File: src/rtl/core/assert_macros.svh
// ---------------------------------------------------------------------------
// Assertion macros
// Concurrent assertion wrappers shared by the scan point decoder RTL.
// ---------------------------------------------------------------------------
`ifndef ASSERT_MACROS_SVH
`define ASSERT_MACROS_SVH
`ifndef SYNTHESIS
`define LSPD_ASSERT_IMP(lbl, clk, rstn, ante, cons) \
  lbl: assert property (@(posedge clk) disable iff (!(rstn)) (ante) |-> (cons)) \
    else $error("lspd assertion failed");
`define LSPD_ASSERT_NXT(lbl, clk, rstn, ante, cons) \
  lbl: assert property (@(posedge clk) disable iff (!(rstn)) (ante) |=> (cons)) \
    else $error("lspd assertion failed");
`else
`define LSPD_ASSERT_IMP(lbl, clk, rstn, ante, cons)
`define LSPD_ASSERT_NXT(lbl, clk, rstn, ante, cons)
`endif
`endif

File: src/rtl/core/lspd_pkg.sv
`timescale 1ns / 1ps
// ---------------------------------------------------------------------------
// Scan point decoder package
// Types, constants and the CORDIC step angle table.
// ---------------------------------------------------------------------------
package lspd_pkg;

  localparam logic [7:0] HDR_BYTE   = 8'hA5;
  localparam int         SKIP_BYTES = 6;
  localparam logic [4:0] MIN_INTEN  = 5'd8;

  localparam int CFG_IDX_W  = 3;
  localparam int CFG_DATA_W = 16;

  typedef enum logic [CFG_IDX_W-1:0] {
    REG_SLOPE_NEAR  = 3'd0,
    REG_OFFSET_NEAR = 3'd1,
    REG_SLOPE_FAR   = 3'd2,
    REG_OFFSET_FAR  = 3'd3,
    REG_INDEX_BIAS  = 3'd4
  } reg_idx_t;

  localparam int CW        = 36;
  localparam int ZW        = 22;
  localparam int STEPS     = 20;
  localparam int KW        = 5;
  localparam int DVD_W     = 64;
  localparam int DVS_W     = 36;

  localparam int Q_ONE       = 65536;
  localparam int CORDIC_X0   = 39796;
  localparam int SCALE_1E5   = 100000;
  localparam int ANG_MUL     = 9765625;
  localparam int ANG_MUL_W   = 24;
  localparam int ANG_DIV     = 111701072;
  localparam int ANG_MAX     = 9000;
  localparam logic [30:0] RATIO_MAX = 31'h7FFF_FFFF;

  // angle scaling by reciprocal: estimate, then one compare and correct
  localparam int     ANG_SH    = 24;
  localparam int     ANG_XW    = 17;
  localparam int     ANG_QW    = 14;
  localparam int     ANG_RCP_W = 21;
  localparam longint ANG_RCP   = (longint'(ANG_MUL) << ANG_SH) / ANG_DIV;

  function automatic logic signed [ZW-1:0] step_angle(input logic [KW-1:0] k);
    logic signed [ZW-1:0] a;
    case (k)
      5'd0:    a = 22'sd51472;
      5'd1:    a = 22'sd30385;
      5'd2:    a = 22'sd16055;
      5'd3:    a = 22'sd8150;
      5'd4:    a = 22'sd4091;
      5'd5:    a = 22'sd2047;
      5'd6:    a = 22'sd1024;
      5'd7:    a = 22'sd512;
      5'd8:    a = 22'sd256;
      5'd9:    a = 22'sd128;
      5'd10:   a = 22'sd64;
      5'd11:   a = 22'sd32;
      5'd12:   a = 22'sd16;
      5'd13:   a = 22'sd8;
      5'd14:   a = 22'sd4;
      5'd15:   a = 22'sd2;
      5'd16:   a = 22'sd1;
      default: a = '0;
    endcase
    return a;
  endfunction

  typedef enum logic [3:0] {
    OP_NONE, OP_HOLD, OP_CAPTURE, OP_CALC, OP_DIV_P, OP_ATN_P, OP_DIV_Q, OP_ATN_Q,
    OP_SUM, OP_COS_A, OP_COS_Q, OP_MUL_A, OP_MUL_B, OP_DIV_DST, OP_DIV_ANG, OP_EMIT
  } op_t;

  typedef struct packed {
    op_t        op;
    logic       start;
    logic [7:0] idx;
    logic [7:0] kept;
  } lspd_cmd_t;

  typedef struct packed {
    logic hdr_hit;
    logic pt_ok;
    logic div_done;
    logic cor_done;
  } lspd_sts_t;

endpackage

File: src/rtl/core/lspd_ctrl.sv
`timescale 1ns / 1ps
// ---------------------------------------------------------------------------
// Scan point decoder controller
// Header hunt, frame byte tracking and compensation sequencing.
// ---------------------------------------------------------------------------
module lspd_ctrl import lspd_pkg::*; #(
  parameter int RAW_POINTS_PER_FRAME = 160,
  parameter int MAX_POINTS           = 160
) (
  input  logic      clk,
  input  logic      rst_n,
  input  logic      in_valid,
  output logic      in_ready,
  input  logic      out_ready,
  output logic      out_valid,
  input  lspd_sts_t sts,
  output lspd_cmd_t cmd
);
  localparam int POS_W = $clog2(SKIP_BYTES + 2 * RAW_POINTS_PER_FRAME + 1);

  typedef enum logic [13:0] {
    S_IDLE     = 14'b00000000000001,
    S_CALC     = 14'b00000000000010,
    S_DIV_P    = 14'b00000000000100,
    S_ATN_P    = 14'b00000000001000,
    S_DIV_Q    = 14'b00000000010000,
    S_ATN_Q    = 14'b00000000100000,
    S_SUM      = 14'b00000001000000,
    S_COS_A    = 14'b00000010000000,
    S_COS_Q    = 14'b00000100000000,
    S_MUL_A    = 14'b00001000000000,
    S_MUL_B    = 14'b00010000000000,
    S_DIV_DST  = 14'b00100000000000,
    S_DIV_ANG  = 14'b01000000000000,
    S_EMIT     = 14'b10000000000000
  } state_t;

  state_t           state_r, state_nxt;
  logic             kick_r, kick_nxt;
  logic [1:0]       run_r;
  logic             in_frame_r;
  logic [POS_W-1:0] pos_r;
  logic [7:0]       kept_r;
  logic             out_valid_r;

  logic             accept, in_data, hold, capture, last, load_out;
  logic [POS_W-1:0] off;
  logic [7:0]       idx;

  always_comb begin
    in_ready = state_r == S_IDLE;
    accept   = in_valid && in_ready;
    off      = pos_r - POS_W'(SKIP_BYTES);
    idx      = 8'(off >> 1);
    in_data  = accept && in_frame_r && (pos_r >= POS_W'(SKIP_BYTES));
    hold     = in_data && !off[0];
    last     = idx >= 8'(RAW_POINTS_PER_FRAME - 1);
    capture  = in_data && off[0] && sts.pt_ok && (kept_r < 8'(MAX_POINTS));
    load_out = (state_r == S_EMIT) && (!out_valid_r || out_ready);

    state_nxt = state_r;
    unique case (state_r)
      S_IDLE:    if (capture) state_nxt = S_CALC;
      S_CALC:    state_nxt = S_DIV_P;
      S_DIV_P:   if (sts.div_done) state_nxt = S_ATN_P;
      S_ATN_P:   if (sts.cor_done) state_nxt = S_DIV_Q;
      S_DIV_Q:   if (sts.div_done) state_nxt = S_ATN_Q;
      S_ATN_Q:   if (sts.cor_done) state_nxt = S_SUM;
      S_SUM:     state_nxt = S_COS_A;
      S_COS_A:   if (sts.cor_done) state_nxt = S_COS_Q;
      S_COS_Q:   if (sts.cor_done) state_nxt = S_MUL_A;
      S_MUL_A:   state_nxt = S_MUL_B;
      S_MUL_B:   state_nxt = S_DIV_DST;
      S_DIV_DST: if (sts.div_done) state_nxt = S_DIV_ANG;
      S_DIV_ANG: if (sts.div_done) state_nxt = S_EMIT;
      S_EMIT:    if (load_out) state_nxt = S_IDLE;
      default:   state_nxt = S_IDLE;
    endcase

    kick_nxt = (state_nxt != state_r) &&
               (state_nxt == S_DIV_P || state_nxt == S_ATN_P || state_nxt == S_DIV_Q ||
                state_nxt == S_ATN_Q || state_nxt == S_COS_A || state_nxt == S_COS_Q ||
                state_nxt == S_DIV_DST || state_nxt == S_DIV_ANG);

    unique case (state_r)
      S_IDLE:    cmd.op = capture ? OP_CAPTURE : (hold ? OP_HOLD : OP_NONE);
      S_CALC:    cmd.op = OP_CALC;
      S_DIV_P:   cmd.op = OP_DIV_P;
      S_ATN_P:   cmd.op = OP_ATN_P;
      S_DIV_Q:   cmd.op = OP_DIV_Q;
      S_ATN_Q:   cmd.op = OP_ATN_Q;
      S_SUM:     cmd.op = OP_SUM;
      S_COS_A:   cmd.op = OP_COS_A;
      S_COS_Q:   cmd.op = OP_COS_Q;
      S_MUL_A:   cmd.op = OP_MUL_A;
      S_MUL_B:   cmd.op = OP_MUL_B;
      S_DIV_DST: cmd.op = OP_DIV_DST;
      S_DIV_ANG: cmd.op = OP_DIV_ANG;
      S_EMIT:    cmd.op = load_out ? OP_EMIT : OP_NONE;
      default:   cmd.op = OP_NONE;
    endcase
    cmd.start = kick_r;
    cmd.idx   = idx;
    cmd.kept  = kept_r + 1'b1;
  end

  always_ff @(posedge clk) begin
    if (!rst_n) begin
      state_r     <= S_IDLE;
      kick_r      <= 1'b0;
      run_r       <= '0;
      in_frame_r  <= 1'b0;
      pos_r       <= '0;
      kept_r      <= '0;
      out_valid_r <= 1'b0;
    end else begin
      state_r <= state_nxt;
      kick_r  <= kick_nxt;
      if (load_out)       out_valid_r <= 1'b1;
      else if (out_ready) out_valid_r <= 1'b0;
      if (capture) kept_r <= kept_r + 1'b1;
      if (accept) begin
        if (!in_frame_r) begin
          if (sts.hdr_hit) begin
            if (run_r == 2'd3) begin
              run_r      <= '0;
              in_frame_r <= 1'b1;
              pos_r      <= '0;
              kept_r     <= '0;
            end else begin
              run_r <= run_r + 1'b1;
            end
          end else begin
            run_r <= '0;
          end
        end else if (in_data && off[0] && last) begin
          in_frame_r <= 1'b0;
          run_r      <= '0;
          pos_r      <= '0;
        end else begin
          pos_r <= pos_r + 1'b1;
        end
      end
    end
  end

  assign out_valid = out_valid_r;
endmodule
File: config.mk
export PLATFORM = sky130hd
export DESIGN_NAME = lspd_ctrl
export DESIGN_NICKNAME = d
export VERILOG_FILES = /design/src/rtl/core/assert_macros.svh /design/src/rtl/core/lspd_pkg.sv /design/src/rtl/core/lspd_ctrl.sv
export SDC_FILE = /design/constraint.sdc
export NUM_CORES = 1
export LEC_CHECK = 0
export BUFFER_PORTS_ARGS = -buffer_cell sky130_fd_sc_hd__buf_2
export CORE_ASPECT_RATIO = 0.8
export CORE_MARGIN = 4
export CORE_UTILIZATION = 40
export DETAILED_ROUTE_END_ITERATION = 7
export PLACE_DENSITY_LB_ADDON = 0.3
export SLEW_MARGIN = 20
export SYNTH_ARGS = -nofsm -noshare
export SYNTH_HDL_FRONTEND = slang
export SYNTH_SLANG_ARGS = --single-unit
File: constraint.sdc
create_clock -name clk -period 3.6 [get_ports clk]
set_input_delay 0.54 -clock clk [delete_from_list [all_inputs] [get_ports clk]]
set_output_delay 0.54 -clock clk [all_outputs]
set_load 0.02 [all_outputs]
### Yosys cells after proc, flatten, opt, wreduce, memory -nomap -nowiden

Cells that the tools add are included.

* flip-flop bits (word level): 36
* input bits: 8
* logic and storage cells: 98

* add/subtract/negate cells: 4
* $lt $le $gt $ge: 3
* equal/unequal tests: 25
* multiplexer cells: 34
* reduce and logical (&&, ||, !) cells: 25

Operator list (count)
* case mux 14 bit (14 select lines): 1
* 2-to-1 mux 14 bit: 10
* case mux 4 bit (14 select lines): 1
* 2-to-1 mux 8 bit: 5
* 2-to-1 mux 9 bit: 4
* equality test 14 x 12 -> 1 bit, second input constant: 2
* equality test 14 x 13 -> 1 bit, second input constant: 2
* equality test 14 x 3 -> 1 bit, second input constant: 2
* equality test 14 x 4 -> 1 bit, second input constant: 2
* equality test 14 x 5 -> 1 bit, second input constant: 2
* equality test 14 x 6 -> 1 bit, second input constant: 2
* equality test 14 x 8 -> 1 bit, second input constant: 2
* equality test 14 x 9 -> 1 bit, second input constant: 2
* equality test 14 x 1 -> 1 bit, second input constant: 1
* equality test 14 x 10 -> 1 bit, second input constant: 1
* equality test 14 x 11 -> 1 bit, second input constant: 1
* equality test 14 bit, second input constant: 1
* equality test 14 x 2 -> 1 bit, second input constant: 1
* equality test 14 x 7 -> 1 bit, second input constant: 1
* != test 14 bit: 1
* logical AND 1 bit: 10
* 2-to-1 mux 2 bit: 5
* adder 9 x 1 -> 9 bit, second input constant: 1
* >= comparator 9 x 3 -> 1 bit, second input constant: 1
* 14 further kinds: 30

### Logic depth before layout (Yosys ltp)

Gate-level depths: netlist (run 1).

* depth after elaboration: 18
* depth in mapped cells: 8

### Least setup slack after synthesis (run 1)

Ideal clock, no wire load.

* kind: register -> output
* from: register state_r[10]
* to: output cmd[17] in the netlist's numbering
* arrival time: 2.213 ns
* data required time: 3.060 ns
* path slack: 0.847 ns
* cell stages (with the launch flop): 7
* cells stage by stage: dfxtp_1 clkbuf_1 nor4_4 nand3_1 nor2_1 nand2_1 o311ai_0

RTL lines
* start, declared: line lspd_ctrl.sv:38 `state_t state_r, state_nxt;`
* start signal, assigned: line lspd_ctrl.sv:117 `state_r <= state_nxt;`
* end, declared: line lspd_ctrl.sv:17 `output lspd_cmd_t cmd`

==> results of run 1 <==
==> metrics by stage <==
| step | cells | utilization | worst slack (ns) | instance area, um^2 | hold slack [ns] |
|---|---|---|---|---|---|
| CTS | 407 | 0.450 | 0.491 | 2710 | 0.494 |
| detailed placement | 400 | 0.437 | 0.818 | 2640 | 0.482 |
| global placement | 400 | 0.437 | 0.782 | 2640 | 0.462 |
| global route | 407 | 0.450 | 0.283 | 2710 | 0.538 |
| floorplan | 319 | - | 0.847 | 2550 | 0.451 |
| finish | 407 | 0.450 | 0.501 | 2710 | 0.495 |
==> where the power goes <==
group	switching (mW)	total, mW	internal, mW	leakage, nW
combinational	0.0364	0.0557	0.0193	0.754
clock	0.138	0.269	0.132	0.0410
sequential	0.00287	0.403	0.400	0.290
total	0.177	0.728	0.551	1.09
==> worst max-delay path: stages, from the launching register on <==
cell	delay, ns
dfxtp_1	0.37
or4_1	0.74
nor4_1	0.33
nand3_1	0.15
nor2_1	0.19
a211oi_1	0.09
o311ai_0	0.17
buf_2	0.24
==> registers in the layout, summed over array words and instances (netlist names) <==
register	cells
in_frame_r	1
run_r	2
state_r	14
out_valid	1
kept_r	8
pos_r	9
kick_r	1
==> path summary, 6_finish.rpt <==
path / cells past startpoint / endpoint / start / slack, ns
max: 7 / cmd[17] / state_r[0]$_SDFF_PN1_ / 0.50
max reg2reg: 6 / pos_r[6]$_SDFFE_PN0P_ / state_r[10]$_SDFF_PN0_ / 0.87
min: 1 / run_r[0]$_SDFFE_PN0P_ / run_r[0]$_SDFFE_PN0P_ / 0.49
min reg2reg: 1 / run_r[0]$_SDFFE_PN0P_ / run_r[0]$_SDFFE_PN0P_ / 0.49
==> cell usage in the layout, fill, tap and decap left out, drive strengths merged, types with 10 or more instances in the layout <==
master / Yosys / routed
a21oi: 12 / 12
buf: 14 / 30
dfxtp: 36 / 36
inv: 10 / 10
nand2: 21 / 21
nand3: 14 / 14
nand4: 10 / 10
nor2: 27 / 27
nor3: 13 / 13
nor3b: 12 / 12
o21ai: 10 / 10
xnor2: 14 / 14
xor2: 17 / 17
==> logic make-up after synthesis <==
kind of cell	Yosys count	share of synthesized area
AO/OA/AOI/OAI	51	0.142
multiplexers	2	0.00785
flip-flops	36	0.283
adder cells (fa/ha/maj)	6	0.0294
XOR/XNOR	31	0.106
buffers and inverters	40	0.0795
AND/OR/NAND/NOR	153	0.352
==> routing by layer <==
metal	wire, um	track usage	up-vias
met5	0	0	-
met4	38	0.0387	0
met3	412	0.0402	4
met2	2480	0.230	84
met1	3160	0.237	1081
li1	-	-	1148
==> final cells by class <==
cell class,count,share of cell area
multi-input combinational,243,0.599
sequential,36,0.266
timing repair buffer,30,0.0553
tap,81,0.0373
clock buffer,6,0.0267
inverter,10,0.0138
clock inverter,1,0.00184
==> run metrics, run 1 <==
Area contributors post-synth=dfxtp_1, xor2_1, xnor2_1; critical path start-end classification=register to output port; overall die height=79.4 um; largest net degree at the start of global routing=32; maximum frequency from static timing analysis=0.323 GHz; post-detail-place hpwl=4480 um; dominant cell type by area after synthesis=dfxtp_1; post-CTS setup-driven buffer insertion count=0; layout overhead on the synthesized area=6.43%; count of different cell masters after synthesis=59; final critical-path share of the clock period=0.861; drt total wl=6080 um; capturing element type of the critical path=output port; number of failing hold endpoints at the final stage=0; endpoint required time on the critical path=3.06 ns; most repeated cell in the gate-level netlist after synthesis=dfxtp_1; Netlist Area Pre-Place=2550 um^2; TritonCTS clock tree=built; Avg Synthesized Cell Area=7.99 um^2; Initial Util=0.422; leakage=1.09 nW; overall via count from detail_route=2317; CP Max Fanout=10; Synth Flop Type=dfxtp_1; TritonCTS Buffers=5; # diodes=0; sequential cell area in the final layout=721 um^2; H-Tree Level Count=2; remaining number of nets flagged by the antenna check after routing=0; Pwr Density=268 nW/um^2; ratio of cells with drive above 1 in the final layout=0.147; global route overflow=0; ratio of routed vias to standard cells=5.69; slew margin rel.=0.533; post-route setup TNS=0 ns; wire length of the first global-routing pass=10300 um; number of rows created at floorplan=25; total global-route track usage=0.160; Finish-stage setup viols=0; clock input transition at the sequential cells of the worst setup and hold paths=0.07 ns; TritonCTS Sinks=36; warnings from Yosys=0; Routed WL per cell=14.9 um; total power draw=728 uW; number of instances in the synthesized netlist=319; latest clock arrival within the worst-skew pair=0.28 ns; number of synthesized register bits=36; portion of the post-synthesis area used by sequential elements=0.283; arrival time of data at the critical path endpoint=2.56 ns; most used standard cells in the synthesized netlist=dfxtp_1, nor2_1, nand2_1, xor2_1, clkbuf_1; net count after synthesis=333; total iterations of the first detailed-routing run=5; starting DRC count in detailed routing=222; floorplan die width=97.3 um; Port Buf Inserts=30; Hold Crit Class=register to register; drt drc=0; max cap viols=0; Worst Tran Pin Value=0.691 ns; antenna violations before repair=0; cts hold-fix bufs=0; Clk Tree Root Cell=clkbuf_8; largest clock skew in the final design=0.00253 ns; Slew Viols, Final=0; die area=7720 um^2; number of synthesized flops with an enable pin=0; Worst Setup Start Kind=register; RSZ-0062 raised after global routing=no; status=finished, final reports clean; Max VDD drop=0.000126 V; footprint of the multi-input gates=1630 um^2; count of boundary I/O pins=31; proportion of netlist area held by the largest area contributor=0.283; final RePlAce weighted congestion=0.911; count of nets after finishing=340; clock tree buffer depth=2; crit path time final=3.10 ns; number of global-route vias before repair=2113; async set or reset register ratio after synthesis=0; core area=6040 um^2; total of cells resized after clock tree synthesis=0; number of fillers in the final layout=610
Note: power is estimated with default switching activity, not from simulation.
==> run 2: changes to the inputs <==
- ABC_AREA: unset -> 1
- BUFFER_PORTS_ARGS: -buffer_cell sky130_fd_sc_hd__buf_2 -> -buffer_cell sky130_fd_sc_hd__buf_4
==> run metrics, run 2 <==
Worst Hold Path Cells=2 (+1); number of fillers in the final layout=637 (+4.4%); critical path start-end classification=register to output port; largest net degree at the start of global routing=18 (-44%); global route overflow=0 (unchanged); post-detail-place hpwl=4470 um (-0.17%); drt total wl=5630 um (-7.4%); wire length of the first global-routing pass=9870 um (-3.8%); overall via count from detail_route=2365 (+2.1%); Critical path buffers and inverters=3 (+2); Critical Path, Cell by Cell=nor2_1 -> inv_1 -> nor2_4 -> nand3_4 -> inv_2 -> nand2_2 -> nor3_2 -> nand2_1 -> nand2_1 -> buf_4; capturing element type of the critical path=output port; share of the core filled with cells in the final layout=0.467 (+0.0171); number of global-route vias before repair=2180 (+3.2%); core area=5910 um^2 (-2.1%); TritonCTS Buffers=5 (unchanged); latest clock arrival within the worst-skew pair=0.29 ns (about the same); most repeated cell in the gate-level netlist after synthesis=nand2_1; arrival time of data at the critical path endpoint=2.28 ns (-0.28 ns); max cap viols=0 (unchanged); fin area=2760 um^2 (+1.7%); clock input transition at the sequential cells of the worst setup and hold paths=0.07 ns (about the same); most used standard cells in the synthesized netlist=nand2_1, nor2_1, inv_1, dfxtp_1, nand3_1; warnings from Yosys=0 (unchanged); count of different cell masters after synthesis=33 (-44%); post-CTS setup-driven buffer insertion count=0 (unchanged); worst hold slack=0.472 ns (-0.0226 ns); endpoint required time on the critical path=3.06 ns (about the same); Clk Tree Root Cell=clkbuf_8; number of rows created at floorplan=25 (unchanged); final critical-path share of the clock period=0.784 (-0.0771); largest clock skew in the final design=0.0103 ns (+0.00776 ns); ratio of cells with drive above 1 in the final layout=0.161 (+0.0141); leakage=1.36 nW (+25%); Worst Setup Start Kind=register; remaining number of nets flagged by the antenna check after routing=0 (unchanged); family with the most delay on the worst path=simple AND/OR/NAND/NOR gates; ratio of routed vias to standard cells=4.89 (-14%); Routed WL per cell=11.6 um (-22%); top library cells by usage in the layout, fill and taps aside=nand2_1, nor2_1, inv_1; total iterations of the first detailed-routing run=6 (+1); async set or reset register ratio after synthesis=0 (unchanged); TritonCTS clock tree=built; internal power=541 uW (-1.9%); # diodes=0 (unchanged); final RePlAce weighted congestion=0.876 (-3.8%); post-route setup TNS=0 ns (unchanged); cts hold-fix bufs=0 (unchanged); die area=7450 um^2 (-3.6%); Critical R2R Capture=kick_r$_SDFF_PN0_; H-Tree Level Count=2 (unchanged); Worst path depth=10 (+3); number of synthesized register bits=36 (unchanged); critical path launch point=state_r[12]$_SDFF_PN0_; net switching fraction of the power=0.230 (-0.0130); total global-route track usage=0.164 (+0.00431); floorplan die width=95.5 um (-1.8%); count of boundary I/O pins=31 (unchanged); path depth of the worst reg2reg path=14 (+8); power share of the clock group=0.390 (+0.020); Area contributors post-synth=dfxtp_1, nand2_1, nor2_1; Gate power share=0.040 (-0.036); largest stage delay on the critical path=0.36 ns (-0.38 ns); Worst Setup EP=cmd[18]; slew margin rel.=0.643 (+0.110); Avg Synthesized Cell Area=6.46 um^2 (-19%); total of cells resized after clock tree synthesis=0 (unchanged); maximum frequency from static timing analysis=0.354 GHz (+9.8%); Switch Pwr=162 uW (-8.7%); Flop pwr share=0.570 (+0.016); crit path time final=2.82 ns (-0.277 ns); proportion of netlist area held by the largest area contributor=0.294 (+0.0115); Pwr Density=255 nW/um^2 (-5.1%); starting DRC count in detailed routing=126 (-43%); max reg flops=14 (unchanged); overall die height=78 um (-1.8%); drt drc=0 (unchanged); TritonCTS Sinks=36 (unchanged); total power draw=702 uW (-3.5%); Critical Path Slowest Stage Cell=nor2_4; number of failing hold endpoints at the final stage=0 (unchanged); CP Max Fanout=12 (+2); Finish-stage setup viols=0 (unchanged); Slew Viols, Final=0 (unchanged); Port Buf Inserts=30 (unchanged); library cell appearing most often on the critical path=nand2_1; Synth Flop Type=dfxtp_1; clock tree buffer depth=2 (unchanged); Netlist Area Pre-Place=2450 um^2 (-3.9%); layout overhead on the synthesized area=12.6%; number of synthesized flops with an enable pin=0 (unchanged); Hold Crit Class=register to register; area of placed instances=2680 um^2 (+1.7%); leading registers by flop count=state_r (14), pos_r (9), kept_r (8); most flop-heavy register=state_r; Worst Tran Pin Value=0.533 ns (-0.158 ns); Initial Util=0.414 (-0.00799); portion of the post-synthesis area used by sequential elements=0.294 (+0.0115); dominant cell type by area after synthesis=dfxtp_1; Worst R2R Start=state_r[12]$_SDFF_PN0_; net count after synthesis=393 (+18%); number of instances in the synthesized netlist=379 (+19%); Max VDD drop=0.000173 V (+38%); status=finished, final reports clean; antenna violations before repair=0 (unchanged); most frequent standard cell in the layout excluding fill and tap cells=nand2_1; count of nets after finishing=417 (+23%); RSZ-0062 raised after global routing=no; Worst R2R Setup Slack=1.37 ns (+0.50 ns)
-- run 2: changes by cell type after synthesis, moves of 11 or more --
| cell | delta |
|---|---|
| nand2_1 | +60 |
| o21ai_0 | +11 |
| inv_1 | +42 |
| nand3_1 | +14 |
| nor2_1 | +30 |
| clkbuf_1 | -16 |
| xnor2_1 | -14 |
-- run 2: area by class of cell --
type / count / area [um^2] / share of cell area
multi-input cells: 275 / 1430 / 0.517
flip-flops and latches: 36 / 721 / 0.261
clock inverters: 1 / 5.00 / 0.00181
repair buffers: 30 / 225 / 0.0816
clock buffers: 6 / 72.6 / 0.0263
inverters: 55 / 206 / 0.0748
well taps: 81 / 101 / 0.0367
-- run 2: worst min-delay path by stage --
stage                                      from               endpoint  slack, ns
after floorplan            kept_r[1]$_SDFF_PN0_   kept_r[1]$_SDFF_PN0_       0.44
after global placement    run_r[1]$_SDFFE_PN0P_  run_r[1]$_SDFFE_PN0P_       0.45
after detailed placement   kept_r[1]$_SDFF_PN0_   kept_r[1]$_SDFF_PN0_       0.46
after CTS                  kept_r[1]$_SDFF_PN0_   kept_r[1]$_SDFF_PN0_       0.47
after global routing       kept_r[1]$_SDFF_PN0_   kept_r[1]$_SDFF_PN0_       0.49
final                      kept_r[1]$_SDFF_PN0_   kept_r[1]$_SDFF_PN0_       0.47
-- run 2: logic make-up after synthesis --
kind of cell    Yosys count  synth area share
compound gates           48             0.104
xor+xnor                 10            0.0357
fa+ha+maj                 6            0.0306
buf+inv                  68             0.123
flops                    36             0.294
simple gates            211             0.413
-- run 2: power by group through the flow --
| stage | sequential [mW] | combinational, mW | clock (mW) |
|---|---|---|---|
| 2_1_floorplan | 0.409 | 0.0169 | 0 |
| 6_report | 0.400 | 0.0283 | 0.274 |
| 5_1_grt | 0.400 | 0.0318 | 0.308 |
| 4_1_cts | 0.400 | 0.0285 | 0.281 |
| 3_5_place_dp | 0.409 | 0.0285 | 0 |
| 3_3_place_gp | 0.409 | 0.0278 | 0 |
-- run 2: per-layer routing --
layer | up-vias | global-route usage | wire [um]
li1 | 1247 | - | -
met1 | 1068 | 0.230 | 2750
met2 | 42 | 0.258 | 2590
met3 | 8 | 0.0262 | 221
met4 | 0 | 0.0469 | 70
met5 | - | 0 | 0
-- run 2: worst min-delay path, delay by kind of cell (launching register included) --
family / cells / cell delay (ns)
compound gates: 1 / 0.05
flops: 1 / 0.33
buf+inv: 1 / 0.05
-- run 2: through the flow --
stage          std cells  setup slack (ns)
3_3_place_gp         477              1.11
3_5_place_dp         477              1.07
2_1_floorplan        379              1.51
6_report             484             0.778
5_1_grt              484             0.497
4_1_cts              484             0.742
==> run 3: changes to the inputs <==
- ABC_AREA: 1 -> 0
- clock period: 3.6 -> 2.65 ns (I/O delays scaled with it)
==> run metrics, run 3 (same netlist as run 1, synthesis figures left out) <==
overall die height=79.4 um (+1.8%); top library cells by usage in the layout, fill and taps aside=buf_4, dfxtp_1, nor2_1; Routed WL per cell=15.6 um (+34%); Worst Tran Pin Value=0.641 ns (+0.108 ns); Worst Hold End=run_r[1]$_SDFFE_PN0P_; critical path start-end classification=register to output port; final critical-path share of the clock period=0.984; count of nets after finishing=375 (-10%); TritonCTS Buffers=5 (unchanged); Max VDD drop=0.000268 V (+54%); largest net degree at the start of global routing=32 (+14); starting DRC count in detailed routing=147 (+17%); CP Max Fanout=5 (-7); Flop pwr share=0.507 (-0.063); final RePlAce weighted congestion=0.915 (+4.4%); Clk Tree Root Cell=clkbuf_8; Worst R2R Start=state_r[0]$_SDFF_PN1_; wire length of the first global-routing pass=11500 um (+17%); slew margin rel.=0.566 (-0.0768); ratio of routed vias to standard cells=5.62 (+15%); path depth of the worst reg2reg path=7 (-7); arrival time of data at the critical path endpoint=2.21 ns (-0.07 ns); family with the most delay on the worst path=simple AND/OR/NAND/NOR gates; latest clock arrival within the worst-skew pair=0.28 ns (about the same); global route overflow=0 (unchanged); leading registers by flop count=state_r (14), pos_r (9), kept_r (8); cts hold-fix bufs=0 (unchanged); die area=7720 um^2 (+3.7%); layout overhead on the synthesized area=24.3%; post-detail-place hpwl=5060 um (+13%); Hold Crit Class=input port to register; largest clock skew in the final design=0.00843 ns (-0.00186 ns); most flop-heavy register=state_r; Critical Path Slowest Stage Cell=or4_4; start point of the worst hold path=sts[3]; status=finished, final reports clean; Worst Setup Start Kind=register; endpoint required time on the critical path=2.25 ns (-0.81 ns); antenna violations before repair=0 (unchanged); final worst setup slack=0.0411 ns (-0.737 ns); Critical Path, Cell by Cell=or4_4 -> or3_4 -> nor2_4 -> a31oi_1 -> o311ai_1 -> buf_4 -> buf_4; Initial Util=0.422 (+0.00799); largest stage delay on the critical path=0.59 ns (+0.23 ns); total global-route track usage=0.181 (+0.0173); number of rows created at floorplan=25 (unchanged); drt total wl=6890 um (+22%); count of boundary I/O pins=31 (unchanged); placement-stage worst setup slack=0.216 ns (-0.854 ns); ratio of cells with drive above 1 in the final layout=0.288 (+0.127); worst hold slack=0.389 ns (-0.0833 ns); RSZ-0062 raised after global routing=yes; Worst path depth=7 (-3); H-Tree Level Count=2 (unchanged); most frequent standard cell in the layout excluding fill and tap cells=buf_4; capturing element type of the critical path=output port; drt drc=0 (unchanged); library cell appearing most often on the critical path=buf_4; number of failing hold endpoints at the final stage=0 (unchanged); overall via count from detail_route=2483 (+5.0%); total iterations of the first detailed-routing run=5 (-1); crit path time final=2.61 ns; # diodes=0 (unchanged); power share of the clock group=0.396 (+0.006); max cap viols=0 (unchanged); number of global-route vias before repair=2321 (+6.5%); Critical path buffers and inverters=2 (-1); clock input transition at the sequential cells of the worst setup and hold paths=0.08 ns (about the same); maximum frequency from static timing analysis=0.383 GHz; Switch Pwr=254 uW (+57%); final cell count without fillers=442 (-8.7%); Worst Hold Path Cells=3 (+1); Gate power share=0.097 (+0.057); Slew Viols, Final=0 (unchanged); TritonCTS clock tree=built; Pwr Density=340 nW/um^2 (+34%); total power draw=1.08 mW (+53%); Finish-stage setup viols=0 (unchanged); Port Buf Inserts=30 (unchanged); max reg flops=14 (unchanged); remaining number of nets flagged by the antenna check after routing=0 (unchanged); internal power=824 uW (+52%); TritonCTS Sinks=36 (unchanged); Critical R2R Capture=state_r[7]$_SDFF_PN0_; number of fillers in the final layout=579 (-9.1%); leakage=1.32 nW (-2.9%); Worst R2R Setup Slack=0.30 ns (-1.07 ns); clock tree buffer depth=2 (unchanged); net switching fraction of the power=0.236 (+0.00573); floorplan die width=97.3 um (+1.9%); # placed instances=432 (-9.4%); core area=6040 um^2 (+2.1%)
## run 3: cell count changes in the layout (fill, tap and decap cells not counted), sizes merged, moves of 12 or more
cell / delta
inv: -44
buf: +35
nor2: -38
nand3: -17
xnor2: +14
o21ai: -12
nand2: -71
## run 3: what timing repair did
item                                    in CTS  in global routing
resized for setup                            6                 18
buffers inserted                             0                  3
pin swaps                                    0                  5
endpoints found under the setup margin       3                  4
## run 3: layout make-up
class | count | area [um^2] | share of cell area
clock buffer | 7 | 96.3 | 0.0304
timing repair buffer | 65 | 492 | 0.155
inverter | 10 | 37.5 | 0.0118
multi-input combinational | 243 | 1720 | 0.542
tap | 81 | 101 | 0.0320
sequential | 36 | 724 | 0.228
## run 3: how the worst max path moves through the flow
stage | from | end | slack, ns
after global placement | state_r[6]$_SDFF_PN0_ | cmd[17] | 0.25
after floorplan | state_r[10]$_SDFF_PN0_ | cmd[17] | 0.04
after CTS | state_r[6]$_SDFF_PN0_ | cmd[17] | -0.03
final | state_r[7]$_SDFF_PN0_ | cmd[17] | 0.04
after global routing | state_r[0]$_SDFF_PN1_ | cmd[17] | -0.04
after detailed placement | state_r[6]$_SDFF_PN0_ | cmd[17] | 0.22
## run 3: worst min-delay path: cells and delay by family
kind	cells	cell delay (ns)
AO/OA/AOI/OAI	1	0.07
AND/OR/NAND/NOR	1	0.08
buffers and inverters	1	0.09
## run 3: stage by stage
step / TNS (ns) / utilization / cell area (um^2)
floorplan: 0 / - / 2550
global placement: 0 / 0.489 / 2950
detailed placement: 0 / 0.489 / 2950
CTS: -0.0293 / 0.510 / 3080
global route: -0.0663 / 0.525 / 3170
finish: 0 / 0.525 / 3170
## run 3: metal layers
layer,global-route usage,wire length [um]
met1,0.271,3470
met2,0.260,2880
met3,0.0410,472
met4,0.0484,78
met5,0,0
## run 3: power by group through the flow
stage          combinational [mW]  clock, mW  sequential (mW)
6_report                    0.105      0.427            0.546
4_1_cts                    0.0964      0.440            0.546
3_5_place_dp               0.0943          0            0.558
2_1_floorplan              0.0518          0            0.559
5_1_grt                     0.114      0.463            0.546
3_3_place_gp               0.0933          0            0.558
